--- config.mk ---
export PLATFORM = sky130hd
export DESIGN_NAME = scalar_kalman_angle_filter
export DESIGN_NICKNAME = d
export VERILOG_FILES = /design/src/hdl/skaf_pkg.sv /design/src/hdl/skaf_serial_mul.sv /design/src/hdl/skaf_serial_div.sv /design/src/hdl/scalar_kalman_angle_filter.sv
export VERILOG_INCLUDE_DIRS = /design/src /design/src/hdl
export SDC_FILE = /design/constraint.sdc
export NUM_CORES = 2
export LEC_CHECK = 0
export BUFFER_PORTS_ARGS = -buffer_cell sky130_fd_sc_hd__buf_2
export CAP_MARGIN = 5
export CORE_ASPECT_RATIO = 1.75
export CORE_MARGIN = 8
export CORE_UTILIZATION = 45
export CTS_BUF_LIST = sky130_fd_sc_hd__clkbuf_8
export CTS_CLUSTER_DIAMETER = 120
export DETAILED_ROUTE_END_ITERATION = 10
export PLACE_DENSITY_LB_ADDON = 0.12
export SLEW_MARGIN = 0
export SYNTH_ARGS = -nofsm -noshare
export SYNTH_HDL_FRONTEND = slang
export SYNTH_SLANG_ARGS = --single-unit
--- constraint.sdc ---
create_clock -name clk -period 6 [get_ports clk]
set_input_delay 1.2 -clock clk [delete_from_list [all_inputs] [get_ports clk]]
set_output_delay 1.2 -clock clk [all_outputs]
set_load 0.005 [all_outputs]
--- src/hdl/scalar_kalman_angle_filter_macros.svh ---
// assertion macros for the scalar kalman angle filter
// no dependencies; included by the rtl files that carry assertions
`ifndef SCALAR_KALMAN_ANGLE_FILTER_MACROS_SVH
`define SCALAR_KALMAN_ANGLE_FILTER_MACROS_SVH

// consequent must hold in the same cycle as the antecedent
`define SKAF_ASSERT_SAME(label, clk_s, rst_s, ante, cons) \
    label: assert property (@(posedge clk_s) disable iff (!rst_s) (ante) |-> (cons)) \
        else $error("skaf assertion failed");

// consequent must hold in the cycle after the antecedent
`define SKAF_ASSERT_NEXT(label, clk_s, rst_s, ante, cons) \
    label: assert property (@(posedge clk_s) disable iff (!rst_s) (ante) |=> (cons)) \
        else $error("skaf assertion failed");

`endif

--- src/hdl/skaf_pkg.sv ---
// shared types and constants for the scalar kalman angle filter
// no dependencies; imported by every rtl module of the block
package skaf_pkg;

    // field and register widths
    localparam int NUM_AXES   = 2;
    localparam int AXIS_W     = 1;
    localparam int FRAC_BITS  = 16;
    localparam int DATA_W     = 32;
    localparam int TS_W       = 16;
    localparam int PN_W       = 20;
    localparam int MN_W       = 24;
    localparam int CFG_IDX_W  = 2;
    localparam int CFG_DATA_W = 24;

    // serial arithmetic widths
    localparam int GAIN_W = FRAC_BITS + 1;      // gain in [0, 1.0]
    localparam int MC_W   = DATA_W + 2;         // signed multiplicand
    localparam int PROD_W = MC_W + GAIN_W;      // shift-add product
    localparam int DEN_W  = DATA_W + 1;         // divider denominator
    localparam int SUM_W  = DATA_W + 3;         // pre-saturation sums
    localparam int CNT_W  = $clog2(GAIN_W + 1);

    localparam logic [GAIN_W-1:0] GAIN_ONE = GAIN_W'(1) << FRAC_BITS;

    // register reset values
    localparam logic [TS_W-1:0]   TIME_STEP_RST  = TS_W'(262);
    localparam logic [PN_W-1:0]   PROC_NOISE_RST = PN_W'(336);
    localparam logic [MN_W-1:0]   MEAS_NOISE_RST = MN_W'(589824);
    localparam logic [DATA_W-1:0] VAR_RST_FIRST  = DATA_W'(4) << FRAC_BITS;
    localparam logic [DATA_W-1:0] VAR_RST_OTHER  = DATA_W'(5) << FRAC_BITS;

    // configuration register indexes
    typedef logic [CFG_IDX_W-1:0] cfg_idx_t;
    localparam cfg_idx_t CFG_TIME_STEP     = cfg_idx_t'(0);
    localparam cfg_idx_t CFG_PROCESS_NOISE = cfg_idx_t'(1);
    localparam cfg_idx_t CFG_MEAS_NOISE    = cfg_idx_t'(2);

    // status of a serial arithmetic unit
    typedef struct packed {
        logic busy;
        logic done;
    } unit_status_t;

    // sequencer states
    typedef enum logic [2:0] {
        ST_IDLE,
        ST_START1,
        ST_PHASE1,
        ST_PREDICT,
        ST_START2,
        ST_PHASE2,
        ST_FINISH
    } ctrl_state_t;

endpackage

--- src/hdl/skaf_serial_mul.sv ---
// bit-serial shift-add multiplier: signed multiplicand, unsigned multiplier
// depends on skaf_pkg
module skaf_serial_mul
    import skaf_pkg::*;
(
    input  logic                     clk,
    input  logic                     rst_n,
    input  logic                     start,
    input  logic signed [MC_W-1:0]   mcand,
    input  logic        [GAIN_W-1:0] mplier,
    output unit_status_t             status,
    output logic signed [PROD_W-1:0] product
);

    logic signed [PROD_W-1:0] acc_reg, acc_next;
    logic signed [PROD_W-1:0] mc_reg, mc_next;
    logic [GAIN_W-1:0]        mp_reg, mp_next;
    logic [CNT_W-1:0]         cnt_reg, cnt_next;
    logic                     done_reg, done_next;

    // one multiplier bit per cycle, lsb first
    always_comb
    begin
        acc_next  = acc_reg;
        mc_next   = mc_reg;
        mp_next   = mp_reg;
        cnt_next  = cnt_reg;
        done_next = 1'b0;
        if (start)
        begin
            acc_next = '0;
            mc_next  = PROD_W'(mcand);
            mp_next  = mplier;
            cnt_next = CNT_W'(GAIN_W);
        end
        else if (cnt_reg != '0)
        begin
            if (mp_reg[0])
            begin
                acc_next = acc_reg + mc_reg;
            end
            mc_next   = mc_reg <<< 1;
            mp_next   = mp_reg >> 1;
            cnt_next  = cnt_reg - CNT_W'(1);
            done_next = (cnt_reg == CNT_W'(1));
        end
    end

    // control state
    always_ff @(posedge clk or negedge rst_n)
    begin
        if (!rst_n)
        begin
            cnt_reg  <= '0;
            done_reg <= 1'b0;
        end
        else
        begin
            cnt_reg  <= cnt_next;
            done_reg <= done_next;
        end
    end

    // datapath
    always_ff @(posedge clk)
    begin
        acc_reg <= acc_next;
        mc_reg  <= mc_next;
        mp_reg  <= mp_next;
    end

    assign status.busy = (cnt_reg != '0);
    assign status.done = done_reg;
    assign product     = acc_reg;

endmodule

--- src/hdl/skaf_serial_div.sv ---
// bit-serial restoring divider for the kalman gain: (numer << frac) / denom
// depends on skaf_pkg; numer must not exceed denom, a zero denom gives zero
module skaf_serial_div
    import skaf_pkg::*;
(
    input  logic                     clk,
    input  logic                     rst_n,
    input  logic                     start,
    input  logic        [DATA_W-1:0] numer,
    input  logic        [DEN_W-1:0]  denom,
    output unit_status_t             status,
    output logic        [GAIN_W-1:0] quotient
);

    logic [DEN_W-1:0]  rem_reg, rem_next;
    logic [DEN_W-1:0]  den_reg, den_next;
    logic [GAIN_W-1:0] q_reg, q_next;
    logic [CNT_W-1:0]  cnt_reg, cnt_next;
    logic              first_reg, first_next;
    logic              done_reg, done_next;
    logic [DEN_W:0]    trial;
    logic [DEN_W:0]    diff;
    logic              fits;

    // trial subtract: the first step compares without a shift
    always_comb
    begin
        trial = first_reg ? {1'b0, rem_reg} : {rem_reg, 1'b0};
        diff  = trial - {1'b0, den_reg};
        fits  = (trial >= {1'b0, den_reg});
    end

    // one quotient bit per cycle, msb first
    always_comb
    begin
        rem_next   = rem_reg;
        den_next   = den_reg;
        q_next     = q_reg;
        cnt_next   = cnt_reg;
        first_next = first_reg;
        done_next  = 1'b0;
        if (start)
        begin
            rem_next   = DEN_W'(numer);
            den_next   = denom;
            q_next     = '0;
            cnt_next   = CNT_W'(GAIN_W);
            first_next = 1'b1;
        end
        else if (cnt_reg != '0)
        begin
            rem_next   = fits ? diff[DEN_W-1:0] : trial[DEN_W-1:0];
            q_next     = {q_reg[GAIN_W-2:0], fits};
            cnt_next   = cnt_reg - CNT_W'(1);
            first_next = 1'b0;
            done_next  = (cnt_reg == CNT_W'(1));
        end
    end

    // control state
    always_ff @(posedge clk or negedge rst_n)
    begin
        if (!rst_n)
        begin
            cnt_reg   <= '0;
            first_reg <= 1'b0;
            done_reg  <= 1'b0;
        end
        else
        begin
            cnt_reg   <= cnt_next;
            first_reg <= first_next;
            done_reg  <= done_next;
        end
    end

    // datapath
    always_ff @(posedge clk)
    begin
        rem_reg <= rem_next;
        den_reg <= den_next;
        q_reg   <= q_next;
    end

    assign status.busy = (cnt_reg != '0);
    assign status.done = done_reg;
    assign quotient    = (den_reg == '0) ? '0 : q_reg;

endmodule

--- src/hdl/scalar_kalman_angle_filter.sv ---
// channel  | handshake                 | payload
// ---------+---------------------------+----------------------------------------------
// item     | item_valid / item_stall   | axis, measured_angle, angular_rate
// result   | result_valid/result_stall | axis_out, filtered_angle, variance_out
// cfg      | cfg_valid / cfg_ready     | cfg_index, cfg_data
//
// from accept to result an item makes two passes through the bit-serial units, gain
// divider alongside the rate multiplier, then two correction multipliers, with start,
// predict, start and finish steps around them
// a new item is taken only after the last leaves the finish step, even while a result waits
// a stalled result holds the finish step until the output register is free
// rst_n clears the registers to their defaults and both axis estimates to reset values
// depends on skaf_pkg, skaf_serial_mul, skaf_serial_div and the macros header
`include "scalar_kalman_angle_filter_macros.svh"

module scalar_kalman_angle_filter
    import skaf_pkg::*;
(
    input  logic                         clk,
    input  logic                         rst_n,
    // item channel
    input  logic                         item_valid,
    output logic                         item_stall,
    input  logic        [AXIS_W-1:0]     axis,
    input  logic signed [DATA_W-1:0]     measured_angle,
    input  logic signed [DATA_W-1:0]     angular_rate,
    // result channel
    output logic                         result_valid,
    input  logic                         result_stall,
    output logic        [AXIS_W-1:0]     axis_out,
    output logic signed [DATA_W-1:0]     filtered_angle,
    output logic        [DATA_W-1:0]     variance_out,
    // configuration channel
    input  logic                         cfg_valid,
    output logic                         cfg_ready,
    input  logic        [CFG_IDX_W-1:0]  cfg_index,
    input  logic        [CFG_DATA_W-1:0] cfg_data
);

    localparam logic signed [PROD_W-1:0] ROUND_HALF = PROD_W'(1) <<< (FRAC_BITS - 1);

    // round to nearest, ties up, then drop the fraction bits
    function automatic logic signed [SUM_W-1:0] round_frac(
        input logic signed [PROD_W-1:0] p
    );
        logic signed [PROD_W-1:0] t;
        t = (p + ROUND_HALF) >>> FRAC_BITS;
        return t[SUM_W-1:0];
    endfunction

    // clamp to the signed 32-bit range
    function automatic logic signed [DATA_W-1:0] sat_s32(
        input logic signed [SUM_W-1:0] x
    );
        logic [SUM_W-DATA_W:0] top;
        top = x[SUM_W-1:DATA_W-1];
        if (top == '0 || top == '1)
        begin
            return x[DATA_W-1:0];
        end
        else if (x[SUM_W-1])
        begin
            return {1'b1, {(DATA_W-1){1'b0}}};
        end
        else
        begin
            return {1'b0, {(DATA_W-1){1'b1}}};
        end
    endfunction

    // configuration registers
    logic [TS_W-1:0] time_step_reg;
    logic [PN_W-1:0] proc_noise_reg;
    logic [MN_W-1:0] meas_noise_reg;

    // per-axis estimates
    logic signed [DATA_W-1:0] angle_reg [NUM_AXES];
    logic        [DATA_W-1:0] var_reg   [NUM_AXES];

    // sequencer
    ctrl_state_t state_reg, state_next;

    // item working registers
    logic        [AXIS_W-1:0] ax_reg, ax_next;
    logic signed [DATA_W-1:0] meas_reg, meas_next;
    logic signed [DATA_W-1:0] rate_reg, rate_next;
    logic        [DATA_W-1:0] var_pred_reg, var_pred_next;
    logic signed [DATA_W-1:0] pred_reg, pred_next;

    // result register
    logic                     result_valid_reg, result_valid_next;
    logic        [AXIS_W-1:0] axis_out_reg;
    logic signed [DATA_W-1:0] filtered_angle_reg;
    logic        [DATA_W-1:0] variance_out_reg;

    // arithmetic unit hookup
    logic                     mul_a_start, mul_b_start, div_start;
    logic signed [MC_W-1:0]   mul_a_mcand, mul_b_mcand;
    logic        [GAIN_W-1:0] mul_a_mplier, mul_b_mplier;
    logic signed [PROD_W-1:0] mul_a_prod, mul_b_prod;
    unit_status_t             mul_a_stat, mul_b_stat, div_stat;
    logic        [DEN_W-1:0]  div_denom;
    logic        [GAIN_W-1:0] div_quot;

    // misc combinational
    logic                     item_accept;
    logic                     finish_fire;
    logic        [AXIS_W-1:0] ax_in;
    logic        [DATA_W:0]   var_sum;
    logic signed [SUM_W-1:0]  nvar_full;
    logic signed [DATA_W-1:0] new_angle;
    logic        [DATA_W-1:0] new_var;

    assign cfg_ready = 1'b1;

    // next state
    always_comb
    begin
        state_next = state_reg;
        case (state_reg)
            ST_IDLE:
            begin
                if (item_valid)
                begin
                    state_next = ST_START1;
                end
            end
            ST_START1:
            begin
                state_next = ST_PHASE1;
            end
            ST_PHASE1:
            begin
                if (!mul_a_stat.busy && !div_stat.busy)
                begin
                    state_next = ST_PREDICT;
                end
            end
            ST_PREDICT:
            begin
                state_next = ST_START2;
            end
            ST_START2:
            begin
                state_next = ST_PHASE2;
            end
            ST_PHASE2:
            begin
                if (mul_a_stat.done && mul_b_stat.done)
                begin
                    state_next = ST_FINISH;
                end
            end
            ST_FINISH:
            begin
                if (!result_valid_reg || !result_stall)
                begin
                    state_next = ST_IDLE;
                end
            end
            default:
            begin
                state_next = ST_IDLE;
            end
        endcase
    end

    // sequencer outputs
    always_comb
    begin
        item_stall  = 1'b1;
        mul_a_start = 1'b0;
        mul_b_start = 1'b0;
        div_start   = 1'b0;
        finish_fire = 1'b0;
        case (state_reg)
            ST_IDLE:
            begin
                item_stall = 1'b0;
            end
            ST_START1:
            begin
                mul_a_start = 1'b1;
                div_start   = 1'b1;
            end
            ST_START2:
            begin
                mul_a_start = 1'b1;
                mul_b_start = 1'b1;
            end
            ST_FINISH:
            begin
                finish_fire = !result_valid_reg || !result_stall;
            end
            default:
            begin
                item_stall = 1'b1;
            end
        endcase
    end

    assign item_accept = item_valid && !item_stall;

    // operand selection for the serial units
    always_comb
    begin
        div_denom    = {1'b0, var_pred_reg} + DEN_W'(meas_noise_reg);
        mul_b_mcand  = {2'b00, var_pred_reg};
        mul_b_mplier = GAIN_ONE - div_quot;
        if (state_reg == ST_START1)
        begin
            mul_a_mcand  = MC_W'(rate_reg);
            mul_a_mplier = GAIN_W'(time_step_reg);
        end
        else
        begin
            mul_a_mcand  = MC_W'(meas_reg) - MC_W'(pred_reg);
            mul_a_mplier = div_quot;
        end
    end

    // item capture and prediction
    always_comb
    begin
        ax_in = (int'(axis) >= NUM_AXES) ? AXIS_W'(NUM_AXES - 1) : axis;
        var_sum = {1'b0, var_reg[ax_in]} + (DATA_W + 1)'(proc_noise_reg);
        ax_next       = ax_reg;
        meas_next     = meas_reg;
        rate_next     = rate_reg;
        var_pred_next = var_pred_reg;
        pred_next     = pred_reg;
        if (item_accept)
        begin
            ax_next       = ax_in;
            meas_next     = measured_angle;
            rate_next     = angular_rate;
            var_pred_next = var_sum[DATA_W] ? '1 : var_sum[DATA_W-1:0];
        end
        if (state_reg == ST_PREDICT)
        begin
            pred_next = sat_s32(SUM_W'(angle_reg[ax_reg]) + round_frac(mul_a_prod));
        end
    end

    // correction results
    always_comb
    begin
        new_angle = sat_s32(SUM_W'(pred_reg) + round_frac(mul_a_prod));
        nvar_full = round_frac(mul_b_prod);
        new_var   = (nvar_full[SUM_W-1:DATA_W] != '0) ? '1 : nvar_full[DATA_W-1:0];
    end

    // result handshake
    always_comb
    begin
        result_valid_next = result_valid_reg && result_stall;
        if (finish_fire)
        begin
            result_valid_next = 1'b1;
        end
    end

    // control and state registers
    always_ff @(posedge clk or negedge rst_n)
    begin
        if (!rst_n)
        begin
            state_reg        <= ST_IDLE;
            result_valid_reg <= 1'b0;
            time_step_reg    <= TIME_STEP_RST;
            proc_noise_reg   <= PROC_NOISE_RST;
            meas_noise_reg   <= MEAS_NOISE_RST;
            for (int i = 0; i < NUM_AXES; i++)
            begin
                angle_reg[i] <= '0;
                var_reg[i]   <= (i == 0) ? VAR_RST_FIRST : VAR_RST_OTHER;
            end
        end
        else
        begin
            state_reg        <= state_next;
            result_valid_reg <= result_valid_next;
            if (cfg_valid && cfg_ready)
            begin
                case (cfg_index)
                    CFG_TIME_STEP:     time_step_reg  <= cfg_data[TS_W-1:0];
                    CFG_PROCESS_NOISE: proc_noise_reg <= cfg_data[PN_W-1:0];
                    CFG_MEAS_NOISE:    meas_noise_reg <= cfg_data[MN_W-1:0];
                    default:           ;
                endcase
            end
            if (finish_fire)
            begin
                angle_reg[ax_reg] <= new_angle;
                var_reg[ax_reg]   <= new_var;
            end
        end
    end

    // payload registers
    always_ff @(posedge clk)
    begin
        ax_reg       <= ax_next;
        meas_reg     <= meas_next;
        rate_reg     <= rate_next;
        var_pred_reg <= var_pred_next;
        pred_reg     <= pred_next;
        if (finish_fire)
        begin
            axis_out_reg       <= ax_reg;
            filtered_angle_reg <= new_angle;
            variance_out_reg   <= new_var;
        end
    end

    assign result_valid   = result_valid_reg;
    assign axis_out       = axis_out_reg;
    assign filtered_angle = filtered_angle_reg;
    assign variance_out   = variance_out_reg;

    // rate multiplier, later the gain times innovation
    skaf_serial_mul u_mul_a (
        .clk     (clk),
        .rst_n   (rst_n),
        .start   (mul_a_start),
        .mcand   (mul_a_mcand),
        .mplier  (mul_a_mplier),
        .status  (mul_a_stat),
        .product (mul_a_prod)
    );

    // variance times one minus gain
    skaf_serial_mul u_mul_b (
        .clk     (clk),
        .rst_n   (rst_n),
        .start   (mul_b_start),
        .mcand   (mul_b_mcand),
        .mplier  (mul_b_mplier),
        .status  (mul_b_stat),
        .product (mul_b_prod)
    );

    // kalman gain
    skaf_serial_div u_div (
        .clk      (clk),
        .rst_n    (rst_n),
        .start    (div_start),
        .numer    (var_pred_reg),
        .denom    (div_denom),
        .status   (div_stat),
        .quotient (div_quot)
    );

    // checks
    `SKAF_ASSERT_NEXT(a_accept_starts, clk, rst_n, item_accept, state_reg == ST_START1)
    `SKAF_ASSERT_SAME(a_gain_in_range, clk, rst_n, state_reg == ST_PREDICT, div_quot <= GAIN_ONE)
    `SKAF_ASSERT_SAME(a_phase1_lockstep, clk, rst_n, state_reg == ST_PHASE1, mul_a_stat.busy == div_stat.busy)
    `SKAF_ASSERT_SAME(a_phase2_lockstep, clk, rst_n, state_reg == ST_PHASE2, mul_a_stat.busy == mul_b_stat.busy)
    `SKAF_ASSERT_NEXT(a_finish_delivers, clk, rst_n, finish_fire, result_valid_reg && state_reg == ST_IDLE)

endmodule

==> flow_summary.json <==
{
  "ys_seq_elements": 725,
  "worst_ep_arrival_time_ns": 6.35,
  "synth_area_um2": 45300,
  "postCtsResizedCells": 0,
  "clockRootBuffer": "clkbuf_8",
  "clk_latency_ns": 0.84,
  "clkSlewWorstSetupHoldPaths_ns": 0.07,
  "fillers": 9615,
  "synth_compound_area_share_pct": 18.6,
  "final_nets": 5399,
  "syn2layout_area_growth_pct": 10.5,
  "internal_power_uw": 18100,
  "dieHeight_um": 436,
  "reg2reg_from": "u_mul_a.product[15]",
  "drtPass1Iterations": 5,
  "seq_power_share_pct": 28.5,
  "synth_cell_types": 100,
  "grt_max_degree": 116,
  "drcViolationCount": 0,
  "swShare_pct": 46.9,
  "synth_top_area_cell": "edfxtp_1",
  "start_util_pct": 45.2,
  "clock-sinks": 725,
  "reg2reg_depth": 21,
  "final_cell_mix": "nand2_1 (695), a21oi_1 (454), edfxtp_1 (376)",
  "synth_top_family_by_area": "compound AO/OA/AOI/OAI gates",
  "vdd_drop_max_uv": 314,
  "cts_tree": "built",
  "critical_path_class": "reg2reg",
  "cp_max_fo": 21,
  "postCtsSetupRepairBufs": 0,
  "numCtsBuffers": 113,
  "synth_xor_area_share_pct": 6.26,
  "drive_gt1_share_pct": 12.7,
  "die_area_um2": 111000,
  "power.share.clock_pct": 13.0,
  "r2r_setup_slack_ns": 0.39,
  "cap_violations": 0,
  "grt_usage_pct": 26.1,
  "antenna_found_initial": 9,
  "cp-end-kind": "register",
  "period_minus_slack_ns": 5.61,
  "hp-class": "in2async",
  "ctsHoldBuffers": 0,
  "p_comb_share_pct": 58.5,
  "multiInputGateArea_um2": 24300,
  "setup_tns_ns": 0,
  "utilization_pct": 49.9,
  "power.density_nw_per_um2": 682,
  "routed_wl_mm": 150,
  "yosysTopAreaCellShare_pct": 25.0,
  "skew_ns": 0.0494,
  "via_per_inst": 5.71,
  "routed-via-count": 36739,
  "grt_pass1_vias": 37529,
  "cts_max_path_buffers": 3,
  "leakagePower_uw": 0.0220,
  "dp_hpwl_mm": 115,
  "antenna_left": 0,
  "critPathRequiredTime_ns": 6.74,
  "std_cell_rows": 154,
  "ys.flop_type": "edfxtp_1",
  "ioPinCount": 164,
  "yosysSeqAreaShare_pct": 42.7,
  "yosysWarnings": 0,
  "regArea_um2": 19300,
  "muxShareOfSynthArea_pct": 4.93,
  "outcome": "completed",
  "core_um2": 100000,
  "portBuffers": 162,
  "drt_iter0_markers": 2200,
  "cts_max_level": 3,
  "timing.rr.end": "angle_reg[11]",
  "worst_pin_slew_ns": 1.06,
  "synth_cells": 4861,
  "synth_area_leaders": "edfxtp_1 (25%), dfrtp_1 (11%), ha_1 (8.0%)",
  "async_flop_share_pct": 29.0,
  "worstSetupStartpointType": "register",
  "slew-limit-headroom_pct": 28.8,
  "wl_per_cell_um": 23.3,
  "grt-ovfl-total": 0,
  "setup_viol": 0,
  "synth-edff-count": 376,
  "p_switching_uw": 16000,
  "synth_fa_ha_area_share_pct": 8.37,
  "rsz0062_at_grt": "false",
  "grt_pass1_wl_mm": 225,
  "final.period_utilization_pct": 93.5,
  "synth_simple_gate_area_share_pct": 15.4,
  "finalMaxSlewViolations": 0,
  "syn_area_per_cell_um2": 9.31,
  "finalHoldViolations": 0,
  "gp_congestion": 0.973,
  "clock.fmax_ghz": 0.178,
  "final_common_cell": "nand2_1",
  "synth_nets": 5255,
  "die_width_um": 256
}
-- cell families after synthesis --
kind of cell               Yosys count
adders and majority gates          298
xor gates and xnor gates           321
DFF                                725
AOI/OAI and AO/OA                 1344
muxes                              203
buffers and inverters              429
other                                1
and+or+nand+nor                   1540
-- critical path, cell delays in order, from the launching register on --
cell	delay (ns)
dfxtp_1	0.42
ha_1	0.21
and3_1	0.29
nand3_1	0.17
nor2_1	0.18
nand2_1	0.12
nor2_1	0.22
nand3_1	0.12
xnor2_1	0.44
ha_1	0.43
a21o_1	0.19
a21o_1	0.16
a21oi_1	0.23
a21oi_1	0.11
o31ai_1	0.26
a21oi_1	0.10
a211oi_1	0.37
xnor2_2	0.15
nor2b_2	0.84
buf_4	0.27
nor2_1	0.06
o21ai_1	0.18
-- power by group through the flow --
stage          registers, uW  logic (uW)  clock network [uW]
6_report                9740       20000                4430
5_1_grt                 9930       22000                4740
3_3_place_gp            9790       19700                   0
3_5_place_dp            9800       19900                   0
2_1_floorplan           8990       14700                   0
4_1_cts                 9730       20000                4580
-- per-layer routing --
metal	wire [um]	GRT usage, %	part of all wire (%)	up-vias
li1	-	-	-	17799
met1	52600	26.0	35	17583
met2	77600	48.4	52	980
met3	6030	3.04	4.0	377
met4	13700	21.1	9.1	0
met5	0	0	0	-
-- synthesized netlist by cell type, drive strengths merged, types with 12 or more instances --
cell type / count
mux2: 153
nand4: 49
a31o: 14
a222oi: 16
clkbuf: 167
dfrtp: 199
o21bai: 44
a21oi: 456
o21a: 38
o21ai: 318
xnor2: 211
and3: 51
mux2i: 50
o211ai: 16
ha: 290
nand2b: 37
dfxtp: 139
or2: 14
a22oi: 33
nor4: 29
a21o: 188
buf: 52
and2: 30
edfxtp: 376
a31oi: 45
nor2: 336
a221oi: 12
nand3: 121
nor2b: 40
o31ai: 24
nor3: 65
a211oi: 31
nand2: 701
inv: 210
or3: 28
xor2: 109
-- per-stage QoR --
stage	instances	total power [uW]	hold WS [ns]	instance area, um2	setup slack [ns]
floorplan	4861	23700	0.424	45300	0.203
global placement	6216	29500	0.444	47700	0.523
detailed placement	6216	29700	0.451	47700	0.420
CTS	6431	34300	0.359	50000	0.408
global route	6432	36700	0.421	50000	0.0684
finish	6434	34100	0.359	50000	0.392
-- worst max path at each step --
stage / startpoint / to / slack (ns) / cells after the start
after floorplan: item_valid / ax_reg / 0.20 / 2
after global placement: u_mul_a.product[15] / angle_reg[18] / 0.52 / 21
after detailed placement: u_mul_a.product[15] / angle_reg[18] / 0.42 / 21
after CTS: u_mul_a.product[15] / angle_reg[18] / 0.41 / 21
after global routing: u_mul_a.product[15] / angle_reg[11] / 0.07 / 21
final: u_mul_a.product[15] / angle_reg[11] / 0.39 / 21
-- layout make-up --
| type | count | share of cell area, % |
|---|---|---|
| diodes | 3 | 0.0150 |
| clock buffers | 127 | 3.49 |
| clock inverters | 88 | 1.21 |
| inverters | 210 | 1.58 |
| multi-input cells | 3707 | 48.7 |
| flip-flops and latches | 725 | 38.7 |
| well taps | 1326 | 3.32 |
| repair buffers | 248 | 3.03 |
(Power assumes the default switching activity.)
